File: src/hw/rtl/lskv_pkg.sv
// Shared types and codes for the leveled sorted key/value table.
package lskv_pkg;

   localparam logic [2:0] CMD_INSERT   = 3'd0;
   localparam logic [2:0] CMD_LOOKUP   = 3'd1;
   localparam logic [2:0] CMD_UPDATE   = 3'd2;
   localparam logic [2:0] CMD_REMOVE   = 3'd3;
   localparam logic [2:0] CMD_READ_POS = 3'd4;
   localparam logic [2:0] CMD_PICK     = 3'd5;
   localparam logic [2:0] CMD_CLEAR    = 3'd6;

   localparam logic [1:0] STATUS_DONE = 2'd0;
   localparam logic [1:0] STATUS_DUP  = 2'd1;
   localparam logic [1:0] STATUS_MISS = 2'd2;
   localparam logic [1:0] STATUS_FULL = 2'd3;

   typedef enum logic [2:0] {
      OP_INSERT,
      OP_LOOKUP,
      OP_UPDATE,
      OP_REMOVE,
      OP_READ_POS,
      OP_PICK,
      OP_CLEAR,
      OP_NONE
   } op_type;

   typedef enum logic [3:0] {
      S_IDLE,
      S_SRCH,
      S_SCMP,
      S_HCHK,
      S_SHUP,
      S_INSW,
      S_SHDN,
      S_POS,
      S_SUM,
      S_MUL,
      S_SCAN,
      S_PICK
   } state_type;

   typedef struct packed {
      op_type      op;
      logic [3:0]  level;
      logic [31:0] key;
      logic [63:0] value_word;
      logic [9:0]  position;
      logic [15:0] fraction;
      logic [3:0]  level_limit;
   } item_type;

endpackage

File: src/hw/rtl/lskv_front.sv
// Command intake: decodes incoming commands and queues them for the engine.
module lskv_front #(
   parameter int LEVELS = 16
) (
   input  logic               clock,
   input  logic               reset,
   input  logic               push,
   output logic               full,
   input  logic [2:0]         command,
   input  logic [3:0]         level,
   input  logic [31:0]        key,
   input  logic [63:0]        value_word,
   input  logic [9:0]         position,
   input  logic [15:0]        fraction,
   input  logic [3:0]         level_limit,
   output logic               item_valid,
   output lskv_pkg::item_type item,
   input  logic               item_pop
);
   import lskv_pkg::*;

   item_type   ent_ff [2];
   item_type   new_item;
   logic       wp_ff, wp_in, rp_ff, rp_in;
   logic [1:0] cnt_ff, cnt_in;
   logic       do_push, do_pop;

   // Level-addressed commands on an absent level become no-ops here.
   always_comb begin
      new_item.level       = level;
      new_item.key         = key;
      new_item.value_word  = value_word;
      new_item.position    = position;
      new_item.fraction    = fraction;
      new_item.level_limit = level_limit;
      unique case (command)
         CMD_INSERT:   new_item.op = OP_INSERT;
         CMD_LOOKUP:   new_item.op = OP_LOOKUP;
         CMD_UPDATE:   new_item.op = OP_UPDATE;
         CMD_REMOVE:   new_item.op = OP_REMOVE;
         CMD_READ_POS: new_item.op = OP_READ_POS;
         CMD_PICK:     new_item.op = OP_PICK;
         CMD_CLEAR:    new_item.op = OP_CLEAR;
         default:      new_item.op = OP_NONE;
      endcase
      if (command <= CMD_READ_POS && 32'(level) >= LEVELS) begin
         new_item.op = OP_NONE;
      end
   end

   assign full       = (cnt_ff == 2'd2);
   assign item_valid = (cnt_ff != 2'd0);
   assign item       = ent_ff[rp_ff];
   assign do_push    = push && !full;
   assign do_pop     = item_pop && item_valid;

   always_comb begin
      wp_in  = do_push ? ~wp_ff : wp_ff;
      rp_in  = do_pop ? ~rp_ff : rp_ff;
      cnt_in = cnt_ff + {1'b0, do_push} - {1'b0, do_pop};
   end

   always_ff @(posedge clock) begin
      if (reset) begin
         wp_ff  <= 1'b0;
         rp_ff  <= 1'b0;
         cnt_ff <= 2'd0;
      end else begin
         wp_ff  <= wp_in;
         rp_ff  <= rp_in;
         cnt_ff <= cnt_in;
      end
   end

   always_ff @(posedge clock) begin
      if (do_push) begin
         ent_ff[wp_ff] <= new_item;
      end
   end

endmodule

File: config.mk
export PLATFORM = sky130hd
export DESIGN_NAME = lskv_front
export DESIGN_NICKNAME = d
export VERILOG_FILES = /design/src/hw/rtl/lskv_pkg.sv /design/src/hw/rtl/lskv_front.sv
export SDC_FILE = /design/constraint.sdc
export NUM_CORES = 1
export LEC_CHECK = 0
export BUFFER_PORTS_ARGS = -buffer_cell sky130_fd_sc_hd__buf_2
export CAP_MARGIN = 5
export CORE_MARGIN = 8
export CORE_UTILIZATION = 45
export DETAILED_ROUTE_END_ITERATION = 16
export PLACE_DENSITY = 0.67
export SLEW_MARGIN = 10
export SYNTH_ARGS = -nofsm -noshare
export SYNTH_HDL_FRONTEND = slang
export SYNTH_SLANG_ARGS = --single-unit
File: constraint.sdc
create_clock -name clock -period 11.25 [get_ports clock]
set_clock_uncertainty 0.2 [all_clocks]
set_input_delay 0.5625 -clock clock [delete_from_list [all_inputs] [get_ports clock]]
set_output_delay 0.5625 -clock clock [all_outputs]
set_load 0.01 [all_outputs]
==> results.md <==
- Status: finished clean
- Pre-CTS setup slack: 7.64 ns
- Hold endpoint: ent_ff[1][28]$_DFFE_PP_
- Relative slew slack: 21.1%
- Final non-filler cell total: 1035
- Final core utilization: 56.5%
- CP Class: reg -> out
- Area contributors post-synth: edfxtp_1, mux2_4, mux2_2
- Hold-fix buffers, CTS: 0
- Crit path top cell by count: buf_4
- Total power: 2.99 mW
- Yosys warns: 0
- Critical Path Source Type: flop
- Pwr dens: 237 nW/um^2
- Clock power share: 29.4%
- Mean routed wirelength per cell: 19.5 um
- Area used by multi-input combinational logic: 1890 um^2
- 1st-iter DRT viols: 207
- Max FO, Critical Path: 57
- RSZ-0062 raised after global routing: no
- Syn_area_per_cell: 22.8 um^2
- Nets: 869
- Synth cell types: 23
- Compound-gate portion of the synthesized area: 0.173%
- # rows: 55
- HP Class: in -> reg
- Global-route wire length before repair: 31.7 mm
- Vias in the first global route: 5603
- Sequential element share of the synthesized area: 79.9%
- Post-synthesis mux area share: 17.4%
- Die ar.: 27600 um^2
- Placed cells: 986
- Top-count cell post-synth: edfxtp_1
- Die X: 166 um
- Max-slew violations: 0
- NetSw: 0.791 mW
- Pin count of the biggest net entering global routing: 88
- Post-synth ARST share: 0%
- Hold_sp: position[8]
- Top cells by count, synth: edfxtp_1, mux2_4, mux2_2, buf_6, buf_2
- Cts repair resizes: 0
- Post-synth top area share: 78.9%
- Ys flop type: edfxtp_1
- Initial core utilization: 45.3%
- Setup violators final: 0
- Dpl cell area: 11700 um^2
- Power share of the combinational group: 25.9%
- Slowest-stage cell, CP: buf_4
- Achievable frequency: 244 MHz
- Crit path largest cell delay: 0.84 ns
- Final Wtd Congestion: 0.726
- Clock buffer depth: 3
- Vias per cell: 4.88
- Crit share post-route: 36.4%
- Overall routed net length: 20.2 mm
- Clk_lat worst skew: 0.51 ns
- Root buf cell: clkbuf_16
- Yosys top cell by area: edfxtp_1
- Max-cap violations: 0
- VDD IR-drop max: 0.151 mV
- Post-Synth XOR/XNOR Area: 0.173%
- Worst r2r src: cnt_ff[0]$_SDFF_PP0_
- Hold slack: 0.0346 ns
- Clock H-tree levels: 1
- CP Data Arrival Time: 3.33 ns
- Drt drc: 0
- Synthesized flop and latch total: 271
- CTS tree: built
- Core ar.: 22400 um^2
- Gr usage total: 14.3%
- Synth Cell Area: 10100 um^2
- Layout cells sized above 1: 60.7%
- Largest family of logic cells by synthesized area: multiplexers
- Sw frac: 26.4%
- Final Hold Fails: 0
- Worst EP required: 10.49 ns
- Synth Area in Simple Gates: 0.593%
- P&R area growth vs syn: 24.7%
- P_leak: 4.87 nW
- CP cell instances: buf_4 > buf_4 > mux2_2 > buf_2
- CTS sink cnt: 271
- Post-synth EDFFs: 266
- Synthesized net count: 583
- CP endpoint kind: output port
- Number of port buffers: 271
- Hold Crit Depth: 1
- Adder-cell share of the synthesized area: 0.247%
- Fill count: 1704
- DPL Wire Length: 13.9 mm
- Setup ws final: 7.15 ns
- Post-CTS Setup Bufs: 0
- Flop2flop setup slack: 8.25 ns
- CTS buffer count: 27
- DR vias: 5046
- Worst Path Buf+Inv: 3
- Clock slew at reported path FFs: 0.06 ns
- Int Pwr: 2.20 mW
- Die height: 166 um
- Antenna Violating Nets Remaining: 0
- Reg power frac: 44.7%
- CP delay by family, top: buffers and inverters
- FF/Latch Area: 8090 um^2
- # diodes: 0
- Initial antenna violation count: 4
- Tmin final: 4.10 ns
- DRT Pass-1 Iters: 5
- Sum of negative setup slack: 0 ns
- Design area: 12600 um^2
- Synth Instances: 444
- Grt total ovfl: 0
- Cells on worst reg2reg path: 5
- Worst Tran Pin Value: 1.18 ns
- I/O pin total: 272
- FF-to-FF End: ent_ff[0][82]$_DFFE_PP_
-- power by group through the flow --
stage	clock network (mW)	registers [mW]	logic [mW]
floorplan	0	1.35	0.535
global placement	0	1.35	0.778
detailed placement	0	1.36	0.789
CTS	0.905	1.34	0.793
global route	0.946	1.35	0.834
finish	0.880	1.34	0.774
-- registers in the layout, indices dropped and copies added, names as in the netlist, named ones only --
signal  flops
rp_ff       1
wp_ff       1
cnt_ff      2
ent_ff    266
-- area by class of cell --
| class | instances | area share (%) |
|---|---|---|
| clock buffers | 36 | 5.93 |
| clock inverters | 13 | 1.11 |
| inverters | 4 | 0.159 |
| multi-input cells | 151 | 14.9 |
| flip-flops and latches | 271 | 64.1 |
| well taps | 285 | 2.82 |
| repair buffers | 275 | 11.0 |
-- routing by layer --
metal  vias up  GRT usage, %  part of all wire [%]
li1       2320             -                     -
met1      2472          17.2                    40
met2       213          24.3                    49
met3        33          5.23                   9.1
met4         8          3.36                   1.6
met5         -             0                  0.21
-- cells by family (layout without fill, tap and decap cells) --
group           count (synthesis)  after routing
mux                           133            133
fa+ha+maj                       2              2
simple gates                   11             11
compound gates                  3              3
buf+inv                        22            328
xor+xnor                        2              2
flops                         271            271
-- cells in the final DEF, fill, tap and decap left out, types with 2 or more instances in the layout --
master / n
clkbuf_16: 27
bufinv_16: 3
buf_2: 271
buf_4: 4
ha_1: 2
nor2_1: 3
clkbuf_8: 4
clkinv_2: 7
inv_1: 3
edfxtp_1: 266
mux2_4: 70
clkbuf_1: 5
dfxtp_1: 4
clkinv_1: 2
mux2_2: 63
-- worst max-delay path by stage --
stage	cells past startpoint	slack, ns	endpoint
2_1_floorplan	1	6.87	ent_ff[1][0]$_DFFE_PP_
3_3_place_gp	4	7.70	item[0]
3_5_place_dp	4	7.64	item[0]
4_1_cts	4	7.06	item[0]
5_1_grt	4	6.95	item[0]
6_report	4	7.15	item[0]
No activity file was read; power rests on OpenSTA's default activity.
